===== src/rtl/skf_pkg.sv =====
// ----------------------------------------------------------------------------
// skf_pkg: shared types and constants of the scalar Kalman filter
// Fixed-point formats, register indexes and the sequencer state encoding.
// ----------------------------------------------------------------------------
package skf_pkg;

    // Value width and fraction bits of the Q formats
    localparam int DATA_WIDTH = 32;
    localparam int FRAC_BITS  = 16;

    // Step counter width for the serial divider and multiplier
    localparam int CNT_W = $clog2(FRAC_BITS);

    // 1.0 in unsigned Q(DATA_WIDTH-FRAC_BITS).FRAC_BITS
    localparam logic [DATA_WIDTH-1:0] ONE_FX = DATA_WIDTH'(1) << FRAC_BITS;

    // Configuration register indexes
    localparam int CFG_IDX_W = 3;
    typedef logic [CFG_IDX_W-1:0] t_cfg_idx;
    localparam t_cfg_idx CFG_PROCESS_NOISE     = 3'd0;
    localparam t_cfg_idx CFG_MEASUREMENT_NOISE = 3'd1;
    localparam t_cfg_idx CFG_START_COVARIANCE  = 3'd2;
    localparam t_cfg_idx CFG_START_ESTIMATE    = 3'd3;
    localparam t_cfg_idx CFG_PRESET_MODE       = 3'd4;

    typedef logic [DATA_WIDTH-1:0] t_value;

    // Sequencer states, one-hot
    typedef enum logic [6:0] {
        S_IDLE = 7'b0000001,
        S_PRED = 7'b0000010,
        S_GAIN = 7'b0000100,
        S_DIV  = 7'b0001000,
        S_MUL  = 7'b0010000,
        S_FIN  = 7'b0100000,
        S_HOLD = 7'b1000000
    } t_state;

endpackage


===== src/rtl/scalar_kalman_filter.sv =====
// ----------------------------------------------------------------------------
// scalar_kalman_filter: one-dimensional Kalman filter, bit-serial datapath
// Predicts the covariance, divides out the gain one bit per cycle, then
// scales the innovation and the covariance by shift-and-add multipliers.
// ----------------------------------------------------------------------------
//
//  channel     dir  handshake                         payload
//  ---------   ---  --------------------------------  ------------------------
//  sample      in   i_sample_valid / o_sample_ready   i_sample   (signed Q16.16)
//  estimate    out  o_estimate_valid / i_estimate_ready o_estimate (signed Q16.16)
//  config      in   i_cfg_valid / o_cfg_ready         i_cfg_index, i_cfg_data
//
//  A filter update runs from transfer to result through predict, gain setup,
//  FRAC_BITS divider steps, FRAC_BITS multiplier steps, finish and output
//  load; the next sample is taken once the sequencer is back in idle. A zero
//  gain denominator or zero measurement noise skips the divider. The seeded
//  first sample goes from its transfer straight to the result hold.
//  The rate is set by the one-bit-per-cycle divider and multipliers.
//  Synchronous active-low reset clears the filter state and restores the
//  register defaults; no clearing pass follows. A stalled output holds the
//  finished result in the sequencer until the output register frees.
//
module scalar_kalman_filter (
    input  logic                   i_clk,
    input  logic                   i_rst_n,
    // sample channel
    input  logic                   i_sample_valid,
    output logic                   o_sample_ready,
    input  skf_pkg::t_value        i_sample,
    // estimate channel
    output logic                   o_estimate_valid,
    input  logic                   i_estimate_ready,
    output skf_pkg::t_value        o_estimate,
    // configuration write channel
    input  logic                   i_cfg_valid,
    output logic                   o_cfg_ready,
    input  skf_pkg::t_cfg_idx      i_cfg_index,
    input  skf_pkg::t_value        i_cfg_data
);
    import skf_pkg::*;

    localparam int DW = DATA_WIDTH;
    localparam int FW = FRAC_BITS;

    // Control and filter state
    t_state          r_state,   n_state;
    logic            r_started, n_started;
    logic            r_ovalid,  n_ovalid;
    t_value          r_x,       n_x;
    t_value          r_p,       n_p;

    // Configuration registers
    t_value          r_pnoise,  n_pnoise;
    t_value          r_mnoise,  n_mnoise;
    t_value          r_scov,    n_scov;
    t_value          r_sest,    n_sest;
    logic            r_preset,  n_preset;

    // Datapath registers
    t_value          r_sample,  n_sample;
    logic [DW:0]     r_rem,     n_rem;
    logic [DW:0]     r_den,     n_den;
    logic [FW-1:0]   r_g,       n_g;
    logic [FW-1:0]   r_m,       n_m;
    logic            r_gz,      n_gz;
    logic [DW:0]     r_mag,     n_mag;
    logic            r_neg,     n_neg;
    logic [DW:0]     r_acc_s,   n_acc_s;
    t_value          r_acc_p,   n_acc_p;
    logic [CNT_W-1:0] r_cnt,    n_cnt;
    t_value          r_res,     n_res;
    t_value          r_oest,    n_oest;

    // Combinational datapath pieces
    logic [DW:0]     w_psum;
    t_value          w_psat;
    logic [DW:0]     w_den;
    logic [DW+1:0]   w_rem2;
    logic [DW+1:0]   w_sub;
    logic            w_ge;
    logic [FW-1:0]   w_g_div;
    logic [DW:0]     w_diff;
    logic [DW+1:0]   w_sum_s;
    logic [DW:0]     w_sum_p;
    logic [DW+1:0]   w_xe;
    logic [DW+1:0]   w_xnew;
    t_value          w_xsat;
    logic            w_last;

    assign o_sample_ready   = (r_state == S_IDLE);
    assign o_estimate_valid = r_ovalid;
    assign o_estimate       = r_oest;
    assign o_cfg_ready      = 1'b1;

    // Predict: p + q, saturated
    assign w_psum = {1'b0, r_p} + {1'b0, r_pnoise};
    assign w_psat = w_psum[DW] ? {DW{1'b1}} : w_psum[DW-1:0];

    // Gain denominator held exactly
    assign w_den = {1'b0, r_p} + {1'b0, r_mnoise};

    // One restoring division step
    assign w_rem2  = {r_rem, 1'b0};
    assign w_ge    = (w_rem2 >= {1'b0, r_den});
    assign w_sub   = w_rem2 - {1'b0, r_den};
    assign w_g_div = {r_g[FW-2:0], w_ge};

    // Innovation, one bit wider than the samples
    assign w_diff = {r_sample[DW-1], r_sample} - {r_x[DW-1], r_x};

    // One shift-and-add step of each multiplier, LSB of the multiplier first
    assign w_sum_s = {1'b0, r_acc_s} + (r_g[0] ? {1'b0, r_mag} : {(DW+2){1'b0}});
    assign w_sum_p = {1'b0, r_acc_p} + (r_m[0] ? {1'b0, r_p} : {(DW+1){1'b0}});

    // Apply the step and saturate to the signed range
    assign w_xe   = {{2{r_x[DW-1]}}, r_x};
    assign w_xnew = r_neg ? (w_xe - {1'b0, r_acc_s}) : (w_xe + {1'b0, r_acc_s});
    always_comb begin
        if (w_xnew[DW+1:DW-1] == 3'b000 || w_xnew[DW+1:DW-1] == 3'b111) begin
            w_xsat = w_xnew[DW-1:0];
        end else if (w_xnew[DW+1]) begin
            w_xsat = {1'b1, {(DW-1){1'b0}}};
        end else begin
            w_xsat = {1'b0, {(DW-1){1'b1}}};
        end
    end

    assign w_last = (r_cnt == CNT_W'(FW - 1));

    // Next-state logic
    always_comb begin
        n_state   = r_state;
        n_started = r_started;
        n_ovalid  = r_ovalid;
        n_x       = r_x;
        n_p       = r_p;
        n_pnoise  = r_pnoise;
        n_mnoise  = r_mnoise;
        n_scov    = r_scov;
        n_sest    = r_sest;
        n_preset  = r_preset;
        n_sample  = r_sample;
        n_rem     = r_rem;
        n_den     = r_den;
        n_g       = r_g;
        n_m       = r_m;
        n_gz      = r_gz;
        n_mag     = r_mag;
        n_neg     = r_neg;
        n_acc_s   = r_acc_s;
        n_acc_p   = r_acc_p;
        n_cnt     = r_cnt;
        n_res     = r_res;
        n_oest    = r_oest;

        // Register writes; unknown indexes drop
        if (i_cfg_valid) begin
            unique case (i_cfg_index)
                CFG_PROCESS_NOISE:     n_pnoise = i_cfg_data;
                CFG_MEASUREMENT_NOISE: n_mnoise = i_cfg_data;
                CFG_START_COVARIANCE:  n_scov   = i_cfg_data;
                CFG_START_ESTIMATE:    n_sest   = i_cfg_data;
                CFG_PRESET_MODE:       n_preset = i_cfg_data[0];
                default: ;
            endcase
        end

        // Release the output register on transfer
        if (r_ovalid && i_estimate_ready) begin
            n_ovalid = 1'b0;
        end

        unique case (r_state)
            S_IDLE: begin
                if (i_sample_valid) begin
                    n_sample = i_sample;
                    if (!r_started) begin
                        n_started = 1'b1;
                        if (!r_preset) begin
                            // Seeded start: take the sample as is
                            n_x     = i_sample;
                            n_p     = ONE_FX;
                            n_res   = i_sample;
                            n_state = S_HOLD;
                        end else begin
                            n_x     = r_sest;
                            n_p     = r_scov;
                            n_state = S_PRED;
                        end
                    end else begin
                        n_state = S_PRED;
                    end
                end
            end
            S_PRED: begin
                n_p     = w_psat;
                n_state = S_GAIN;
            end
            S_GAIN: begin
                n_neg   = w_diff[DW];
                n_mag   = w_diff[DW] ? (~w_diff + 1'b1) : w_diff;
                n_acc_s = '0;
                n_acc_p = '0;
                n_cnt   = '0;
                priority if (w_den == '0) begin
                    // Zero denominator: no gain
                    n_g     = '0;
                    n_m     = '0;
                    n_gz    = 1'b1;
                    n_state = S_MUL;
                end else if (r_mnoise == '0) begin
                    // No measurement noise: gain just below one
                    n_g     = {FW{1'b1}};
                    n_m     = FW'(1);
                    n_gz    = 1'b0;
                    n_state = S_MUL;
                end else begin
                    n_rem   = {1'b0, r_p};
                    n_den   = w_den;
                    n_g     = '0;
                    n_state = S_DIV;
                end
            end
            S_DIV: begin
                n_rem = w_ge ? w_sub[DW:0] : w_rem2[DW:0];
                n_g   = w_g_div;
                n_cnt = r_cnt + 1'b1;
                if (w_last) begin
                    n_m     = ~w_g_div + 1'b1;
                    n_gz    = (w_g_div == '0);
                    n_acc_s = '0;
                    n_acc_p = '0;
                    n_cnt   = '0;
                    n_state = S_MUL;
                end
            end
            S_MUL: begin
                n_acc_s = w_sum_s[DW+1:1];
                n_acc_p = w_sum_p[DW:1];
                n_g     = r_g >> 1;
                n_m     = r_m >> 1;
                n_cnt   = r_cnt + 1'b1;
                if (w_last) begin
                    n_state = S_FIN;
                end
            end
            S_FIN: begin
                n_x     = w_xsat;
                n_p     = r_gz ? r_p : r_acc_p;
                n_res   = w_xsat;
                n_state = S_HOLD;
            end
            S_HOLD: begin
                // Wait for a free output register
                if (!r_ovalid || i_estimate_ready) begin
                    n_ovalid = 1'b1;
                    n_oest   = r_res;
                    n_state  = S_IDLE;
                end
            end
            default: n_state = S_IDLE;
        endcase
    end

    // Control, filter state and configuration
    always_ff @(posedge i_clk) begin
        if (!i_rst_n) begin
            r_state   <= S_IDLE;
            r_started <= 1'b0;
            r_ovalid  <= 1'b0;
            r_x       <= '0;
            r_p       <= '0;
            r_pnoise  <= '0;
            r_mnoise  <= ONE_FX;
            r_scov    <= ONE_FX;
            r_sest    <= '0;
            r_preset  <= 1'b1;
        end else begin
            r_state   <= n_state;
            r_started <= n_started;
            r_ovalid  <= n_ovalid;
            r_x       <= n_x;
            r_p       <= n_p;
            r_pnoise  <= n_pnoise;
            r_mnoise  <= n_mnoise;
            r_scov    <= n_scov;
            r_sest    <= n_sest;
            r_preset  <= n_preset;
        end
    end

    // Datapath registers
    always_ff @(posedge i_clk) begin
        r_sample <= n_sample;
        r_rem    <= n_rem;
        r_den    <= n_den;
        r_g      <= n_g;
        r_m      <= n_m;
        r_gz     <= n_gz;
        r_mag    <= n_mag;
        r_neg    <= n_neg;
        r_acc_s  <= n_acc_s;
        r_acc_p  <= n_acc_p;
        r_cnt    <= n_cnt;
        r_res    <= n_res;
        r_oest   <= n_oest;
    end

    // Checks
    a_accept_busy: assert property (@(posedge i_clk) disable iff (!i_rst_n)
        (i_sample_valid && o_sample_ready) |=> (r_state != S_IDLE))
        else $error("sequencer stayed idle after a sample transfer");

    a_fin_to_hold: assert property (@(posedge i_clk) disable iff (!i_rst_n)
        (r_state == S_FIN) |=> (r_state == S_HOLD))
        else $error("finish step did not move to result hold");

    a_started_sticky: assert property (@(posedge i_clk) disable iff (!i_rst_n)
        r_started |=> r_started)
        else $error("started flag dropped without reset");

    a_cov_shrinks: assert property (@(posedge i_clk) disable iff (!i_rst_n)
        (r_state == S_FIN && !r_gz) |-> (r_acc_p <= r_p))
        else $error("updated covariance exceeds predicted covariance");

    a_load_from_hold: assert property (@(posedge i_clk) disable iff (!i_rst_n)
        $rose(r_ovalid) |-> ($past(r_state) == S_HOLD))
        else $error("output register loaded outside result hold");

endmodule


===== config.mk =====
export PLATFORM = sky130hd
export DESIGN_NAME = scalar_kalman_filter
export DESIGN_NICKNAME = d
export VERILOG_FILES = /design/src/rtl/skf_pkg.sv /design/src/rtl/scalar_kalman_filter.sv
export SDC_FILE = /design/constraint.sdc
export NUM_CORES = 1
export LEC_CHECK = 0
export BUFFER_PORTS_ARGS = -buffer_cell sky130_fd_sc_hd__buf_2
export CORE_MARGIN = 2
export CORE_UTILIZATION = 25
export CTS_CLUSTER_SIZE = 20
export DETAILED_ROUTE_END_ITERATION = 6
export GPL_ROUTABILITY_DRIVEN = 0
export PLACE_DENSITY_LB_ADDON = 0.15
export RECOVER_POWER = 100
export SYNTH_ARGS = -nofsm -noshare
export SYNTH_HDL_FRONTEND = slang
export SYNTH_SLANG_ARGS = --single-unit
export TNS_END_PERCENT = 1

===== constraint.sdc =====
create_clock -name i_clk -period 9.36 [get_ports i_clk]
set_input_delay 1.404 -clock i_clk [delete_from_list [all_inputs] [get_ports i_clk]]
set_output_delay 1.404 -clock i_clk [all_outputs]
set_load 0.02 [all_outputs]

==> out/results.tsv <==
stage	metric	value	unit
run_status	status	complete, but fails checks	
run_status	failing checks	max-capacitance violations, max-slew violations	
critical_path	critical path's largest stage delay	2.26	ns
floorplanning	core area	0.1293	mm²
critical_path	launching point of the worst reg2reg path	r_rem[18]	
yosys	post-synthesis cell count	3659	
yosys	Synth Area per Inst	8.883	µm²
critical_path	reg-to-reg slack, setup	2.88	ns
global_routing	initial antenna violation count	9	
critical_path	reg2reg end	r_m[7]	
floorplanning	# IOs	107	
critical_path	Cell Chain, Critical Path	ha_1, a21o_1, a21o_1, a211oi_1, o21ai_0, or2_0, o21bai_1, o21ai_0, a31oi_4, clkbuf_1, nand2_1, or4_1, a32o_1	
yosys	FFs w/ async S/R, synth	0	%
routing	final WL	118900	µm
cells_and_area	# diodes	0	
cts	Clock Latency Late Sink	0.65	ns
timing	Worst slew margin	-140.1	%
yosys	ranking of synthesized cells by area	edfxtp_1, dfxtp_1, ha_1, a21oi_1, nand2_1	
cts	clock slew at reported path FFs	0.06	ns
cts	# resized after CTS	0	
power_and_ir_drop	switch share	33.63	%
timing	minimum clock period	6.483	ns
cts	H-tree levels	3	
floorplanning	DIE AREA	0.1329	mm²
global_routing	largest net degree at the start of global routing	81	
cells_and_area	Design Area, Final	0.03711	mm²
timing	Layout Skew	0.04022	ns
timing	final-report hold violation count	0	
critical_path	Max Fanout on Critical Path	67	
floorplanning	Die H	364.6	µm
job	max cap viols	17	
timing	setup TNS	0	ns
floorplanning	Die X	364.6	µm
timing	RSZ-0062 raised after global routing	false	
yosys	mapped cell area	0.03250	mm²
yosys	EDFF count, synth	298	
timing	worst slew pin tran	3.581	ns
critical_path	Worst EP arrival	6.86	ns
global_routing	GRT Total Usage	17.56	%
power_and_ir_drop	Sw Pwr	0.002391	W
yosys	synth unique cells	83	
cts	postcts setup bufs	0	
critical_path	critical path's slowest cell	clkbuf_1	
power_and_ir_drop	VDD IR-drop max	0.1394	mV
yosys	Seq cells post-synth	500	
critical_path	type of origin of the critical path	flop	
cts	CTS buffer count	68	
yosys	Main synth FF type	edfxtp_1	
critical_path	critical path class	flop to flop	
routing	DR vias	27526	
placed_design	dpl hpwl	87160	µm
power_and_ir_drop	Seq pwr share	37.0	%
critical_path	worst setup path startpoint	r_rem[18]	
cts	CTS root buf	clkbuf_16	
cts	clock sinks	500	
critical_path	worst reg2reg path depth	13	
cells_and_area	Syn-to-layout area delta	14.18	%
power_and_ir_drop	Clk pwr share	37.2	%
cells_and_area	layout cells sized above 1	5.340	%
yosys	Ys Warns	0	
timing	endpoints failing setup	0	
global_routing	first-pass GRT wire length	176000	µm
routing	drt first pass iters	7	
floorplanning	initial core utilization	25.13	%
routing	DRT antenna net count	0	
floorplanning	Rows	132	
global_routing	vias in the first global route	26512	
timing	fmax	154.3	MHz
placed_design	Placed Area	0.03510	mm²
routing	Wirelength per Cell	21.52	µm
power_and_ir_drop	power density cells	191.6	mW/mm²
power_and_ir_drop	cell internal pwr	0.004718	W
cells_and_area	Final nets	4036	
power_and_ir_drop	Leak	14.36	nW
yosys	Post-synth top cells	nand2_1, a21oi_1, edfxtp_1, nor2_1, ha_1	
yosys	Yosys top cell area share	27.53	%
yosys	syn nets	3967	
cts	TritonCTS clock tree	yes	
global_routing	grt total ovfl	0	
critical_path	crit end category	flop	
timing	final worst-path cycle share	69.26	%
power_and_ir_drop	combinational group share of total power	25.7	%
power_and_ir_drop	Pwr Total	0.007110	W
routing	# DRC	0	
routing	Initial DRC Count	1964	
placed_design	Port Buffers	105	
cells_and_area	Layout Utilization	28.70	%
cts	cts hold-fix bufs	0	
routing	vias per cell	4.982	
worst_hold_path	HP Class	flop to flop	
critical_path	worst setup path end	r_m[7]	
yosys	area leader, netlist	edfxtp_1	
yosys	part of the Yosys area used for sequential elements	39.97	%
timing	Final Slew Violations	747	
yosys	top-count cell post-synth	nand2_1	
cts	clk buf depth	3	
critical_path	WP data required	9.73	ns
worst_hold_path	WHS Path Cells	0	
## power groups by stage
stage	Clock [W]	Sequential, W	Combinational (W)
after CTS	0.00273	0.00263	0.00184
after detailed placement	0	0.00268	0.00183
after global placement	0	0.00268	0.00185
after global routing	0.00280	0.00264	0.00202
final	0.00265	0.00263	0.00183
after floorplan	0	0.00260	0.00125
## metal layers
layer / track usage [%] / up-vias / part of all wire [%]
li1: - / 13470 / -
met1: 25.19 / 13326 / 49
met2: 27.65 / 598 / 44
met3: 2.470 / 128 / 4.4
met4: 4.165 / 4 / 2.0
met5: 0 / - / 0.022
## worst min-delay path by stage
| stage | endpoint | from |
|---|---|---|
| floorplan | o_estimate[0] | r_res[0] |
| global placement | o_estimate[5] | r_res[5] |
| detailed placement | o_estimate[5] | r_res[5] |
| CTS | o_estimate[5] | r_res[5] |
| global route | o_estimate[5] | r_res[5] |
| finish | o_estimate[5] | r_res[5] |
## through the flow
step / std cells / setup slack (ns) / hold slack [ns]
after floorplan: 3659 / 1.299 / 0.4003
after global placement: 5400 / 3.782 / 0.4135
after detailed placement: 5400 / 3.830 / 0.4177
after CTS: 5525 / 3.820 / 0.4307
after global routing: 5525 / 2.191 / 0.4351
final: 5525 / 2.877 / 0.4275
## state kept, by name, indices dropped and copies added (netlist names), 4 cells and up
register    count
o_estimate     32
r_acc_p        32
r_acc_s        33
r_cnt           4
r_den          33
r_g            16
r_m            16
r_mag          33
r_mnoise       32
r_p            32
r_pnoise       32
r_rem          33
r_res          32
r_sample       32
r_scov         32
r_sest         32
r_state         7
r_x            32
## critical path: cells and delay by family (launching register included)
family	cells	cell delay, ns
adder cells (fa/ha/maj)	1	0.41
AO/OA/AOI/OAI	8	2.01
AND/OR/NAND/NOR	3	1.16
buffers and inverters	1	2.26
flip-flops	1	0.40
## placed cells by master, fill, tap and decap left out, types with 64 or more instances in the layout
cell type / Yosys / routed
clkbuf_16: 0 / 72
a21oi_1: 406 / 407
and2_1: 89 / 81
nor2_1: 279 / 280
clkbuf_1: 151 / 103
a21o_1: 125 / 125
xnor2_1: 158 / 158
inv_1: 148 / 146
nand2_1: 467 / 467
edfxtp_1: 298 / 298
ha_1: 229 / 229
xor2_1: 85 / 85
dfxtp_1: 202 / 201
nand3_1: 82 / 81
o21ai_0: 217 / 218
o21a_1: 64 / 64
## kinds of logic (layout without fill, tap and decap cells)
kind of cell / count (synthesis) / count (layout) / synth area share [%]
AND/OR/NAND/NOR: 1202 / 1202 / 17.22
AO/OA/AOI/OAI: 1129 / 1129 / 22.16
flip-flops: 500 / 500 / 39.97
buffers and inverters: 308 / 432 / 3.592
XOR/XNOR: 244 / 244 / 6.598
adder cells (fa/ha/maj): 236 / 236 / 9.247
multiplexers: 39 / 39 / 1.201
other: 1 / 1 / 0.01154
## final cells by class
type / count / area, µm²
clock buffer: 91 / 1923
clock inverter: 34 / 305.3
fill: 13868 / 92210
inverter: 148 / 556.8
multi-input combinational: 2851 / 18380
sequential: 500 / 12990
tap: 1742 / 2180
timing repair buffer: 159 / 769.5
Note: power is estimated with default switching activity, not from simulation.
